<file path="config.mk">
export PLATFORM = sky130hd
export DESIGN_NAME = radix_converter
export DESIGN_NICKNAME = d
export VERILOG_FILES = /design/src/rtl/core/rc_pkg.sv /design/src/rtl/core/rc_front.sv /design/src/rtl/core/rc_queue.sv /design/src/rtl/core/rc_back.sv /design/src/rtl/core/radix_converter.sv
export SDC_FILE = /design/constraint.sdc
export NUM_CORES = 1
export LEC_CHECK = 0
export BUFFER_PORTS_ARGS = -buffer_cell sky130_fd_sc_hd__buf_4
export CAP_MARGIN = 25
export CORE_MARGIN = 2
export CORE_UTILIZATION = 45
export CTS_CLUSTER_DIAMETER = 30
export DETAILED_ROUTE_END_ITERATION = 7
export MAX_ROUTING_LAYER = met4
export SLEW_MARGIN = 10
export SYNTH_ARGS = -nofsm -noshare
export SYNTH_HDL_FRONTEND = slang
export SYNTH_SLANG_ARGS = --single-unit
export TNS_END_PERCENT = 100
</file>
<file path="constraint.sdc">
create_clock -name clk -period 14.74 [get_ports clk]
set_input_delay 0 -clock clk [delete_from_list [all_inputs] [get_ports clk]]
set_output_delay 0 -clock clk [all_outputs]
set_load 0.02 [all_outputs]
</file>
<file path="src/rtl/core/rc_pkg.sv">
// ----------------------------------------------------------------------------
// rc_pkg
// Shared types, codes and helpers for the radix converter.
// ----------------------------------------------------------------------------
package rc_pkg;

    localparam int DIGIT_W = 6;   // width of a digit value and of a base
    localparam int CHAR_W  = 8;

    // Result status; the numeric order is also the error priority
    typedef enum logic [1:0] {
        ST_OK   = 2'd0,
        ST_BASE = 2'd1,
        ST_CHAR = 2'd2,
        ST_OVF  = 2'd3
    } status_t;

    // Configuration register indexes
    localparam logic REG_SOURCE_BASE = 1'b0;
    localparam logic REG_TARGET_BASE = 1'b1;

    localparam logic [DIGIT_W-1:0] SRC_BASE_RST = 6'd10;
    localparam logic [DIGIT_W-1:0] TGT_BASE_RST = 6'd2;
    localparam logic [DIGIT_W-1:0] TGT_BASE_MIN = 6'd2;
    localparam logic [DIGIT_W-1:0] TGT_BASE_MAX = 6'd36;

    localparam logic [CHAR_W-1:0] ASCII_0    = 8'h30;
    localparam logic [CHAR_W-1:0] ASCII_9    = 8'h39;
    localparam logic [CHAR_W-1:0] ASCII_A    = 8'h41;
    localparam logic [CHAR_W-1:0] ASCII_Z    = 8'h5A;
    localparam logic [CHAR_W-1:0] ASCII_LA   = 8'h61;
    localparam logic [CHAR_W-1:0] ASCII_LZ   = 8'h7A;
    localparam logic [CHAR_W-1:0] CASE_GAP   = 8'd32;
    localparam logic [CHAR_W-1:0] LETTER_OFS = 8'd10;

    // Queue handshake status seen by both sides
    typedef struct packed {
        logic not_empty;
        logic full;
    } q_stat_t;

    // Digit value (below 36) to its ASCII code
    function automatic logic [CHAR_W-1:0] digit_ascii(input logic [DIGIT_W-1:0] r);
        logic [CHAR_W-1:0] rw;
        rw = {2'b00, r};
        if (rw < LETTER_OFS)
            return ASCII_0 + rw;
        else
            return ASCII_A + (rw - LETTER_OFS);
    endfunction

endpackage

</file>
<file path="src/rtl/core/rc_front.sv">
// ----------------------------------------------------------------------------
// rc_front
// Character front end: case folding, digit decode, base check and
// accumulation with overflow detection. Pushes one job per number.
// ----------------------------------------------------------------------------
module rc_front
    import rc_pkg::*;
#(
    parameter int VALUE_BITS = 32
)
(
    input  logic                    clk,
    input  logic                    rst_n,
    input  logic                    in_tvalid,
    output logic                    in_tready,
    input  logic [CHAR_W-1:0]       in_tdata,
    input  logic                    in_tlast,
    input  logic [DIGIT_W-1:0]      src_base,
    input  q_stat_t                 q_stat,
    output logic                    push,
    output logic [VALUE_BITS+1:0]   push_data
);

    localparam int PW = VALUE_BITS + DIGIT_W;

    logic [VALUE_BITS-1:0] acc_reg, acc_next, acc_upd;
    status_t               err_reg, err_next, err_upd;

    logic [CHAR_W-1:0]  ch;
    logic               is_digit;
    logic [DIGIT_W-1:0] d;
    logic [PW-1:0]      prod;
    status_t            code_new;
    logic               accept;

    assign in_tready = !q_stat.full;
    assign accept    = in_tvalid && in_tready;

    always_comb
    begin
        ch       = in_tdata;
        is_digit = 1'b1;
        d        = '0;
        if (ch inside {[ASCII_LA:ASCII_LZ]})
            ch = ch - CASE_GAP;
        if (ch inside {[ASCII_0:ASCII_9]})
            d = DIGIT_W'(ch - ASCII_0);
        else if (ch inside {[ASCII_A:ASCII_Z]})
            d = DIGIT_W'(ch - ASCII_A + LETTER_OFS);
        else
            is_digit = 1'b0;

        prod = ({{DIGIT_W{1'b0}}, acc_reg} * {{VALUE_BITS{1'b0}}, src_base})
             + {{VALUE_BITS{1'b0}}, d};

        acc_upd  = acc_reg;
        code_new = ST_OK;
        if (!is_digit)
            code_new = ST_CHAR;
        else if (d >= src_base)
            code_new = ST_BASE;
        else if (err_reg == ST_OK)
        begin
            if (|prod[PW-1:VALUE_BITS])
                code_new = ST_OVF;
            else
                acc_upd = prod[VALUE_BITS-1:0];
        end

        // smallest nonzero code wins
        err_upd = err_reg;
        if (code_new != ST_OK && (err_reg == ST_OK || code_new < err_reg))
            err_upd = code_new;

        acc_next = acc_reg;
        err_next = err_reg;
        if (accept)
        begin
            if (in_tlast)
            begin
                acc_next = '0;
                err_next = ST_OK;
            end
            else
            begin
                acc_next = acc_upd;
                err_next = err_upd;
            end
        end
    end

    assign push      = accept && in_tlast;
    assign push_data = {err_upd, acc_upd};

    always_ff @(posedge clk or negedge rst_n)
    begin
        if (!rst_n)
        begin
            acc_reg <= '0;
            err_reg <= ST_OK;
        end
        else
        begin
            acc_reg <= acc_next;
            err_reg <= err_next;
        end
    end

endmodule

</file>
<file path="src/rtl/core/rc_queue.sv">
// ----------------------------------------------------------------------------
// rc_queue
// Two-entry job queue between the character front end and the converter.
// ----------------------------------------------------------------------------
module rc_queue
    import rc_pkg::*;
#(
    parameter int W = 34
)
(
    input  logic         clk,
    input  logic         rst_n,
    input  logic         push,
    input  logic [W-1:0] push_data,
    input  logic         pop,
    output logic [W-1:0] pop_data,
    output q_stat_t      q_stat
);

    logic [W-1:0] mem [2];
    logic         wr_ptr_reg, wr_ptr_next;
    logic         rd_ptr_reg, rd_ptr_next;
    logic [1:0]   count_reg, count_next;
    logic         do_push, do_pop;

    assign q_stat.not_empty = (count_reg != 2'd0);
    assign q_stat.full      = (count_reg == 2'd2);
    assign do_push          = push && !q_stat.full;
    assign do_pop           = pop && q_stat.not_empty;
    assign pop_data         = mem[rd_ptr_reg];

    always_comb
    begin
        wr_ptr_next = wr_ptr_reg ^ do_push;
        rd_ptr_next = rd_ptr_reg ^ do_pop;
        count_next  = count_reg + {1'b0, do_push} - {1'b0, do_pop};
    end

    always_ff @(posedge clk)
    begin
        if (do_push)
            mem[wr_ptr_reg] <= push_data;
    end

    always_ff @(posedge clk or negedge rst_n)
    begin
        if (!rst_n)
        begin
            wr_ptr_reg <= 1'b0;
            rd_ptr_reg <= 1'b0;
            count_reg  <= 2'd0;
        end
        else
        begin
            wr_ptr_reg <= wr_ptr_next;
            rd_ptr_reg <= rd_ptr_next;
            count_reg  <= count_next;
        end
    end

endmodule

</file>
<file path="src/rtl/core/rc_back.sv">
// ----------------------------------------------------------------------------
// rc_back
// Converter back end: repeated division by the target base, eight
// quotient bits per cycle, and the registered result stage.
// ----------------------------------------------------------------------------
module rc_back
    import rc_pkg::*;
#(
    parameter int VALUE_BITS = 32
)
(
    input  logic                  clk,
    input  logic                  rst_n,
    input  logic [DIGIT_W-1:0]    tgt_base,
    input  q_stat_t               q_stat,
    input  logic [VALUE_BITS+1:0] pop_data,
    output logic                  pop,
    output logic                  out_tvalid,
    input  logic                  out_tready,
    output logic [CHAR_W-1:0]     out_tdata,
    output logic                  out_tlast,
    output logic [1:0]            out_tuser
);

    localparam int STEPS = (VALUE_BITS + 7) / 8;
    localparam int DIV_W = STEPS * 8;
    localparam int CNT_W = (STEPS > 1) ? $clog2(STEPS) : 1;

    typedef enum logic [1:0] {
        S_IDLE,
        S_DIV,
        S_EMIT
    } state_t;

    state_t             state_reg, state_next;
    logic [DIV_W-1:0]   work_reg, work_next;
    logic [DIGIT_W-1:0] rem_reg, rem_next;
    logic [CNT_W-1:0]   cnt_reg, cnt_next;
    status_t            err_reg, err_next;
    logic               ovalid_reg, ovalid_next;
    logic [CHAR_W-1:0]  odata_reg, odata_next;
    logic               olast_reg, olast_next;
    status_t            ouser_reg, ouser_next;

    logic [7:0]         qbits;
    logic [DIGIT_W-1:0] rem_div;
    logic               out_free;
    status_t            job_err;

    assign out_free = !ovalid_reg || out_tready;
    assign pop      = (state_reg == S_IDLE) && q_stat.not_empty;
    assign job_err  = status_t'(pop_data[VALUE_BITS+1:VALUE_BITS]);

    // one byte of restoring division; remainder stays below the base
    always_comb
    begin
        logic [DIGIT_W:0] t;
        rem_div = rem_reg;
        qbits   = '0;
        for (int i = 7; i >= 0; i--)
        begin
            t = {rem_div, work_reg[DIV_W-8+i]};
            if (t >= {1'b0, tgt_base})
            begin
                t        = t - {1'b0, tgt_base};
                qbits[i] = 1'b1;
            end
            rem_div = t[DIGIT_W-1:0];
        end
    end

    always_comb
    begin
        state_next  = state_reg;
        work_next   = work_reg;
        rem_next    = rem_reg;
        cnt_next    = cnt_reg;
        err_next    = err_reg;
        odata_next  = odata_reg;
        olast_next  = olast_reg;
        ouser_next  = ouser_reg;
        ovalid_next = ovalid_reg && !out_tready;

        case (state_reg)
            S_IDLE:
            begin
                if (q_stat.not_empty)
                begin
                    work_next = DIV_W'(pop_data[VALUE_BITS-1:0]);
                    rem_next  = '0;
                    cnt_next  = '0;
                    err_next  = job_err;
                    state_next = (job_err != ST_OK) ? S_EMIT : S_DIV;
                end
            end
            S_DIV:
            begin
                work_next = (work_reg << 8) | DIV_W'(qbits);
                rem_next  = rem_div;
                cnt_next  = cnt_reg + 1'b1;
                if (cnt_reg == CNT_W'(STEPS - 1))
                    state_next = S_EMIT;
            end
            S_EMIT:
            begin
                if (out_free)
                begin
                    ovalid_next = 1'b1;
                    if (err_reg != ST_OK)
                    begin
                        odata_next = '0;
                        olast_next = 1'b1;
                        ouser_next = err_reg;
                        state_next = S_IDLE;
                    end
                    else
                    begin
                        odata_next = digit_ascii(rem_reg);
                        olast_next = (work_reg == '0);
                        ouser_next = ST_OK;
                        rem_next   = '0;
                        cnt_next   = '0;
                        state_next = (work_reg == '0) ? S_IDLE : S_DIV;
                    end
                end
            end
            default:
            begin
                state_next = S_IDLE;
            end
        endcase
    end

    always_ff @(posedge clk or negedge rst_n)
    begin
        if (!rst_n)
        begin
            state_reg  <= S_IDLE;
            work_reg   <= '0;
            rem_reg    <= '0;
            cnt_reg    <= '0;
            err_reg    <= ST_OK;
            ovalid_reg <= 1'b0;
            odata_reg  <= '0;
            olast_reg  <= 1'b0;
            ouser_reg  <= ST_OK;
        end
        else
        begin
            state_reg  <= state_next;
            work_reg   <= work_next;
            rem_reg    <= rem_next;
            cnt_reg    <= cnt_next;
            err_reg    <= err_next;
            ovalid_reg <= ovalid_next;
            odata_reg  <= odata_next;
            olast_reg  <= olast_next;
            ouser_reg  <= ouser_next;
        end
    end

    assign out_tvalid = ovalid_reg;
    assign out_tdata  = odata_reg;
    assign out_tlast  = olast_reg;
    assign out_tuser  = ouser_reg;

endmodule

</file>
<file path="src/rtl/core/radix_converter.sv">
// ----------------------------------------------------------------------------
// radix_converter
// Converts ASCII numbers between bases 2 and 36.
// ----------------------------------------------------------------------------
// Characters arrive most significant first, one per request, and are taken
// one per cycle while the two-entry job queue has room; the request with
// tlast closes the number. The converter then produces the digits in the
// target base, least significant first, with tlast on the most significant
// digit. For each digit the divider retires eight quotient bits a cycle
// over the whole value, then the emit state loads the result register once
// the output is free. An error result is a single zero code with tlast set
// and the error in tuser. Write the base registers only while the block is
// idle; a target base outside 2..36 is clamped on write.
module radix_converter
    import rc_pkg::*;
#(
    parameter int VALUE_BITS = 32
)
(
    input  logic               clk,
    input  logic               rst_n,
    // configuration
    input  logic               cfg_we,
    input  logic               cfg_index,
    input  logic [DIGIT_W-1:0] cfg_data,
    // character stream
    input  logic               s_axis_tvalid,
    output logic               s_axis_tready,
    input  logic [CHAR_W-1:0]  s_axis_tdata,   // [7:0] char_code
    input  logic               s_axis_tlast,   // final_char
    // digit stream
    output logic               m_axis_tvalid,
    input  logic               m_axis_tready,
    output logic [CHAR_W-1:0]  m_axis_tdata,   // [7:0] digit_code
    output logic               m_axis_tlast,   // end_of_run
    output logic [1:0]         m_axis_tuser    // [1:0] status
);

    logic [DIGIT_W-1:0]    src_base_reg, src_base_next;
    logic [DIGIT_W-1:0]    tgt_base_reg, tgt_base_next;
    q_stat_t               q_stat;
    logic                  push, pop;
    logic [VALUE_BITS+1:0] push_data, pop_data;

    always_comb
    begin
        src_base_next = src_base_reg;
        tgt_base_next = tgt_base_reg;
        if (cfg_we)
        begin
            if (cfg_index == REG_SOURCE_BASE)
                src_base_next = cfg_data;
            else if (cfg_data < TGT_BASE_MIN)
                tgt_base_next = TGT_BASE_MIN;
            else if (cfg_data > TGT_BASE_MAX)
                tgt_base_next = TGT_BASE_MAX;
            else
                tgt_base_next = cfg_data;
        end
    end

    always_ff @(posedge clk or negedge rst_n)
    begin
        if (!rst_n)
        begin
            src_base_reg <= SRC_BASE_RST;
            tgt_base_reg <= TGT_BASE_RST;
        end
        else
        begin
            src_base_reg <= src_base_next;
            tgt_base_reg <= tgt_base_next;
        end
    end

    rc_front #(.VALUE_BITS(VALUE_BITS)) u_front (
        .clk       (clk),
        .rst_n     (rst_n),
        .in_tvalid (s_axis_tvalid),
        .in_tready (s_axis_tready),
        .in_tdata  (s_axis_tdata),
        .in_tlast  (s_axis_tlast),
        .src_base  (src_base_reg),
        .q_stat    (q_stat),
        .push      (push),
        .push_data (push_data)
    );

    rc_queue #(.W(VALUE_BITS + 2)) u_queue (
        .clk       (clk),
        .rst_n     (rst_n),
        .push      (push),
        .push_data (push_data),
        .pop       (pop),
        .pop_data  (pop_data),
        .q_stat    (q_stat)
    );

    rc_back #(.VALUE_BITS(VALUE_BITS)) u_back (
        .clk        (clk),
        .rst_n      (rst_n),
        .tgt_base   (tgt_base_reg),
        .q_stat     (q_stat),
        .pop_data   (pop_data),
        .pop        (pop),
        .out_tvalid (m_axis_tvalid),
        .out_tready (m_axis_tready),
        .out_tdata  (m_axis_tdata),
        .out_tlast  (m_axis_tlast),
        .out_tuser  (m_axis_tuser)
    );

`ifndef SYNTHESIS
    // error results are a lone zero code closing the run
    a_err_shape: assert property (@(posedge clk) disable iff (!rst_n)
        (m_axis_tvalid && m_axis_tuser != ST_OK) |-> (m_axis_tlast && m_axis_tdata == '0))
        else $error("error result without tlast or with nonzero code");

    // good digits are always 0-9 or A-Z
    a_digit_range: assert property (@(posedge clk) disable iff (!rst_n)
        (m_axis_tvalid && m_axis_tuser == ST_OK) |->
        ((m_axis_tdata >= ASCII_0 && m_axis_tdata <= ASCII_9) ||
         (m_axis_tdata >= ASCII_A && m_axis_tdata <= ASCII_Z)))
        else $error("output digit outside 0-9/A-Z");

    // divider never sees a target base outside 2..36
    a_tgt_range: assert property (@(posedge clk) disable iff (!rst_n)
        (tgt_base_reg >= TGT_BASE_MIN && tgt_base_reg <= TGT_BASE_MAX))
        else $error("target base out of range");
`endif

endmodule

</file>
# == Word level (Yosys, flattened, before mapping) ==
# Memories as Yosys holds them, arrays and structs flattened.
# Cells that the tools add are included.
# totals
in_bits,21
ram_bits,68
elab_cells,159
output_inout_bits,13
reg_bits,106
memories,1
# op_classes
order_cmp,19
n_mul,1
bitwise,4
n_addsub,19
mux,59
eq_ne,8
reduce_logical,32
# memory_table
name,words,word_bits,read_ports,rd_ports_with_merged_regs,wr,line_no,rtl
u_queue.mem,2,34,1,0,1,rc_queue.sv:20,logic [W-1:0] mem [2];
# ops
operator,count
$mux W32,6
$mux W6,15
$pmux W32 S2,1
$ge A7 B6 Y1,8
$sub A6 B6 Y6,8
$add A38 B6 Y38,1
$mul A32 B6 Y38,1
$logic_not A32 Y1,1
$or A32 B8 Y32,1
$mux W2,15
$mux W8,3
$pmux W6 S3,1
$ge A8 B7 Y1 const B,2
$le A8 B7 Y1 const B,2
$mux W1,16
$pmux W2 S3,2
$logic_and A1 B1 Y1,10
$reduce_and A2 Y1,5
$reduce_bool A2 Y1,5
$add A7 B8 Y8 const A,1
$ge A8 B6 Y1 const B,1
$le A8 B6 Y1 const B,1
$sub A8 B6 Y8 const B,1
$add A6 B6 Y7 const A,1
other kinds (25),34

# == Depth between registers and ports, before layout ==
# logic_depth
depth_word,18
ltp_mapped,84
ltp_nobuf,81

# == Modules after synthesis ==
# From an unflattened synthesis, not the netlist that was laid out.
# hier_totals
hier_cells,1876
area_unflattened_um2,17628.2
# by_module_without_submodules
module,n_inst,seq_area_each_um2,cells_per_inst,area_per_inst_um2
rc_front,1,850.8,1070,8876.0
rc_back,1,1401.3,638,5422.7
rc_queue,1,2142.1,126,2826.5
radix_converter,1,304.0,42,503.0

# == Worst setup path before layout ==
# OpenSTA, ideal clock, no wires.
# synth_path
kind,flip-flop to flip-flop
start,register tgt_base_reg[1]
end,register u_back.rem_reg[1]
required_time_ns,14.619
setup_time_ns,0.121
n_path_buf,3
arrival_time_ns,14.507
path_stages_with_launch,79
synth_period_minus_slack_ns,14.628
path_slack_ns,0.112
path_cell_list,dfstp_2 inv_1 ha_1 nand2b_1 a21oi_2 o221a_2 nor2_2 mux2_2 ha_1 o21a_1 o31ai_2 a21oi_2 a211oi_2 nand2_1 mux2_2 ha_1 o21ai_1 a211oi_1 [43 not listed] a21o_1 o21ai_0 nand2_1 a2111oi_2 mux2i_4 o21ai_0 inv_1 ha_1 nor2b_1 o21ai_0 nand2b_1 a21o_1 a21oi_1 o21ai_0 a21oi_1 nand2_4 mux2i_1 a22o_1
# synth_via
elab_chain_cells,17
elab_cells_between_ends,25
classes_between,8 x add/sub; 8 x order compare; 9 x mux
# synth_lines
item,line_no,rtl
from (decl),radix_converter.sv:40,"logic [DIGIT_W-1:0] tgt_base_reg, tgt_base_next;"
from (signal assigned),radix_converter.sv:72,tgt_base_reg <= tgt_base_next;
$sub A6 B6 Y6 / $ge A7 B6 Y1 (equally long branches),"rc_back.sv:65, rc_back.sv:63",
$mux W6,rc_back.sv:63,"if (t >= {1'b0, tgt_base})"
$sub A6 B6 Y6 / $ge A7 B6 Y1 (equally long branches),"rc_back.sv:65, rc_back.sv:63",
$mux W6,rc_back.sv:63,
$sub A6 B6 Y6 / $ge A7 B6 Y1 (equally long branches),"rc_back.sv:65, rc_back.sv:63",
$mux W6,rc_back.sv:63,
$sub A6 B6 Y6 / $ge A7 B6 Y1 (equally long branches),"rc_back.sv:65, rc_back.sv:63",
$mux W6,rc_back.sv:63,
$sub A6 B6 Y6 / $ge A7 B6 Y1 (equally long branches),"rc_back.sv:65, rc_back.sv:63",
$mux W6,rc_back.sv:63,
$ge A7 B6 Y1 / $sub A6 B6 Y6 (equally long branches),"rc_back.sv:63, rc_back.sv:65",
$mux W6,rc_back.sv:63,
$ge A7 B6 Y1 / $sub A6 B6 Y6 (equally long branches),"rc_back.sv:63, rc_back.sv:65",
$mux W6,rc_back.sv:63,
$sub A6 B6 Y6 / $ge A7 B6 Y1 (equally long branches),"rc_back.sv:65, rc_back.sv:63",
$mux W6 (*),rc_back.sv:63,
$pmux W6 S3 (*),rc_back.sv:84,case (state_reg)
to (signal assigned),rc_back.sv:152,rem_reg <= rem_next;
to (decl),rc_back.sv:37,"logic [DIGIT_W-1:0] rem_reg, rem_next;"
# Mark *: on every way between the ends. The rest lies on a longest branch, timed or not.
# A chain may end at the register's enable or synchronous reset.

# == Worst setup path in the final report ==
# layout_path
start,register tgt_base_reg[1]
end,register u_back.rem_reg[0]
# layout_via
elab_chain_cells,17
elab_cells_between_ends,24
classes_between,7 x add/sub; 8 x order compare; 9 x mux
# layout_lines
item,line_no
$sub A6 B6 Y6 / $ge A7 B6 Y1 (equally long branches),"rc_back.sv:65, rc_back.sv:63"
$mux W6,rc_back.sv:63
$sub A6 B6 Y6 / $ge A7 B6 Y1 (equally long branches),"rc_back.sv:65, rc_back.sv:63"
$mux W6,rc_back.sv:63
$sub A6 B6 Y6 / $ge A7 B6 Y1 (equally long branches),"rc_back.sv:65, rc_back.sv:63"
$mux W6,rc_back.sv:63
$sub A6 B6 Y6 / $ge A7 B6 Y1 (equally long branches),"rc_back.sv:65, rc_back.sv:63"
$mux W6,rc_back.sv:63
$sub A6 B6 Y6 / $ge A7 B6 Y1 (equally long branches),"rc_back.sv:65, rc_back.sv:63"
$mux W6,rc_back.sv:63
$ge A7 B6 Y1 / $sub A6 B6 Y6 (equally long branches),"rc_back.sv:63, rc_back.sv:65"
$mux W6,rc_back.sv:63
$sub A6 B6 Y6 / $ge A7 B6 Y1 (equally long branches),"rc_back.sv:65, rc_back.sv:63"
$mux W6,rc_back.sv:63
$ge A7 B6 Y1 (*),rc_back.sv:63
$mux W6 (*),rc_back.sv:63
$pmux W6 S3 (*),rc_back.sv:84
# Marks and branches as above.

==> impl_metrics.toml <==
[status]
status = "finished, final reports clean"

[yosys]
yosysWarnings = 0
synthFlopType = "dfrtp_1"
synthArstFlopShare = 0.6092
ys_seq_elements = 174
synth_edf_count = 68
ys_seq_area_frac = 0.2791
synthCells = 1799
postSynthAreaPerCell_sq_um = 9.356
synth_cell_types = 86
netlist_area_sq_um = 16830
synth_fp_nets = 2107

[floorplanning]
fp.dieH_microns = 197.4
num_rows = 70
die_area_sq_um = 38960
initial_utilization = 0.4586
ios = 34
die_w_microns = 197.4
core_area_sq_um = 36700

[worst_hold_path]
worst_hold_path_type = "primary input to register"
whs_path_depth = 4
min_to = "src_base_reg[1]"
hp-start = "cfg_we"

[cts]
cts.sinks = 174
cts.reportedPaths.clkPinSlew_ns = 0.07
clk_latency_ns = 0.44
numCtsBuffers = 17
ctsHtreeMaxLevel = 4
cts_tree = "done"
ctsRootBufferMaster = "clkbuf_16"
cts_max_path_buffers = 2

[sta]
worst_pin_slew_ns = 1.021
max_slew_margin = 0.3144
setup_violations = 0
report.final.slew_viol_count = 0
period_needed_ns = 13.99
fmax_mhz = 71.46
period_share = 0.9493
skew_ns = 0.01645
setup_tns_ns = 0
hold_viol = 0

[setup_path]
cp-start-kind = "register"
r2r-end = "u_back.rem_reg[0]"
cp.arrival_ns = 14.32
crit_type = "register to register"
critPathCaptureType = "register"
crit_fanout = 8
rr_startpoint = "tgt_base_reg[1]"
cp.required_ns = 15.06
r2r_slack_ns = 0.75
slowest_delay_ns = 0.53
r2r_cells = 76
cp_slowest_cell = "dfstp_2"

[layout]
diodes = 0
fillers = 3416
syn_to_final_growth_pct = 11.46
largest_reg_flops = 68
final_nets = 2141
drive_gt1_frac = 0.1241

[detailed_routing]
vias = 13100
drt-total-wl_mm = 42.40
ant_nets = 0
drc = 0
drtIter0Drc = 624
wl_per_cell_microns = 18.32
first_pass_iters = 5
viasPerCell = 5.660

[global_routing]
grt_max_degree = 70
grt_pass1_vias = 13300
grt_pass1_wl_mm = 70.10
grtUsageTotal = 0.2338
overflow = 0
antenna_found_initial = 0

[placement]
globalplace.congestion = 0.9271
hpwl_mm = 31.98
port_buffers = 33

[job]
drv_cap = 0
[cells in the mapped netlist (5+ instances only)]
master	count	area [sq um]
a211oi_1	12	90.09
a21o_1	61	457.9
a21oi_1	67	335.3
a221o_1	29	290.3
a22o_1	26	227.7
a31oi_1	14	87.58
and2_1	32	200.2
and3_1	7	43.79
buf_1	22	82.58
buf_2	7	35.03
clkbuf_1	60	225.2
dfrtp_1	103	2577
edfxtp_1	68	2042
fa_1	132	2643
ha_1	155	1939
inv_1	208	780.8
mux2_2	29	326.6
mux2i_1	45	450.4
nand2_1	252	945.9
nand2b_1	22	137.6
nand3_1	19	95.09
nand4_1	11	68.82
nor2_1	92	345.3
nor2b_1	15	93.84
nor3_1	15	75.07
nor4_1	28	175.2
o21a_1	11	82.58
o21ai_0	86	430.4
o21ai_1	11	55.05
o21bai_1	9	67.56
o31ai_1	5	37.54
xnor2_1	40	350.3
xor2_1	22	192.7
[how the worst max path moves through the flow]
stage | start | end | slack, ns | cells past startpoint
6_report | tgt_base_reg[1] | u_back.rem_reg[0] | 0.75 | 76
5_1_grt | tgt_base_reg[4] | u_back.rem_reg[0] | -0.12 | 80
4_1_cts | tgt_base_reg[1] | u_back.rem_reg[4] | 0.008 | 74
3_5_place_dp | tgt_base_reg[1] | u_back.rem_reg[4] | -0.51 | 76
3_3_place_gp | tgt_base_reg[1] | u_back.rem_reg[1] | 0.07 | 75
2_1_floorplan | tgt_base_reg[1] | u_back.rem_reg[1] | 0.11 | 78
[worst max-delay path: cells and delay by family, from the launching register on]
family	cells	cell delay, ns
and+or+nand+nor	17	2.21
AOI/OAI and AO/OA	42	7.19
muxes	6	1.57
DFF	1	0.53
buffers and inverters	3	0.18
adders and majority gates	8	2.19
[final cells by class]
type	count	area, sq um	share of cell area
multi-input combinational	1326	11260	0.6001
tap	468	585.6	0.03121
timing repair buffer	106	840.8	0.04482
inverter	208	780.7	0.04162
clock buffer	19	454.2	0.02421
clock inverter	13	141.4	0.007536
sequential	174	4700	0.2505
[cell usage in the layout, fill, tap and decap left out, types with 13 or more instances in the layout]
master,Yosys,final
inv_1,208,208
a22o_1,26,25
xnor2_1,40,39
xor2_1,22,22
nand2b_1,22,21
a21oi_1,67,64
ha_1,155,148
nor3_1,15,14
dlygate4sd3_1,0,15
buf_4,0,89
and2_1,32,32
nor2b_1,15,13
nor2_1,92,88
nor4_1,28,28
a21o_1,61,61
edfxtp_1,68,68
mux2_2,29,26
clkbuf_16,0,18
o21ai_0,86,74
nand2_1,252,249
fa_1,132,132
o21ai_1,11,15
nand3_1,19,18
a31oi_1,14,13
dfrtp_1,103,102
mux2i_1,45,40
a221o_1,29,29
[metal layers]
metal	vias up	track usage	routed length [microns]
li1	6251	-	-
met1	6554	0.3048	19440
met2	241	0.3899	20780
met3	51	0.02646	1467
met4	0	0.05931	718
met5	-	-	0
[metrics by stage]
step                      instance area [sq um]    util  instances  setup slack (ns)  hold WS [ns]
after floorplan                           16830       -       1799            0.1122       -0.2956
after global placement                    17620  0.4801       2250           0.07050       0.03622
after detailed placement                  17620  0.4801       2250           -0.5123       0.04090
after CTS                                 18410  0.5016       2299          0.008260       0.09099
after global routing                      18760  0.5112       2314           -0.1215        0.1060
final                                     18760  0.5112       2314            0.7471        0.1099
[cell families after synthesis]
kind of cell / share of synthesized area
flip-flops: 0.2791
AO/OA/AOI/OAI: 0.1593
buffers and inverters: 0.06809
AND/OR/NAND/NOR: 0.1387
multiplexers: 0.04906
adder cells (fa/ha/maj): 0.2734
XOR/XNOR: 0.03226
[timing repair]
action / CTS / global route
hold endpoints to repair: 48 / 0
buffers inserted: 2 / 15
endpoints found under the setup margin: 7 / 7
resized for setup: 11 / 60
pin swaps: 2 / 22
hold buffers: 15 / 0
Power is left out: the tool's default activity adds up to more than one toggle a clock period on the data nets, which glitch-free logic cannot reach.
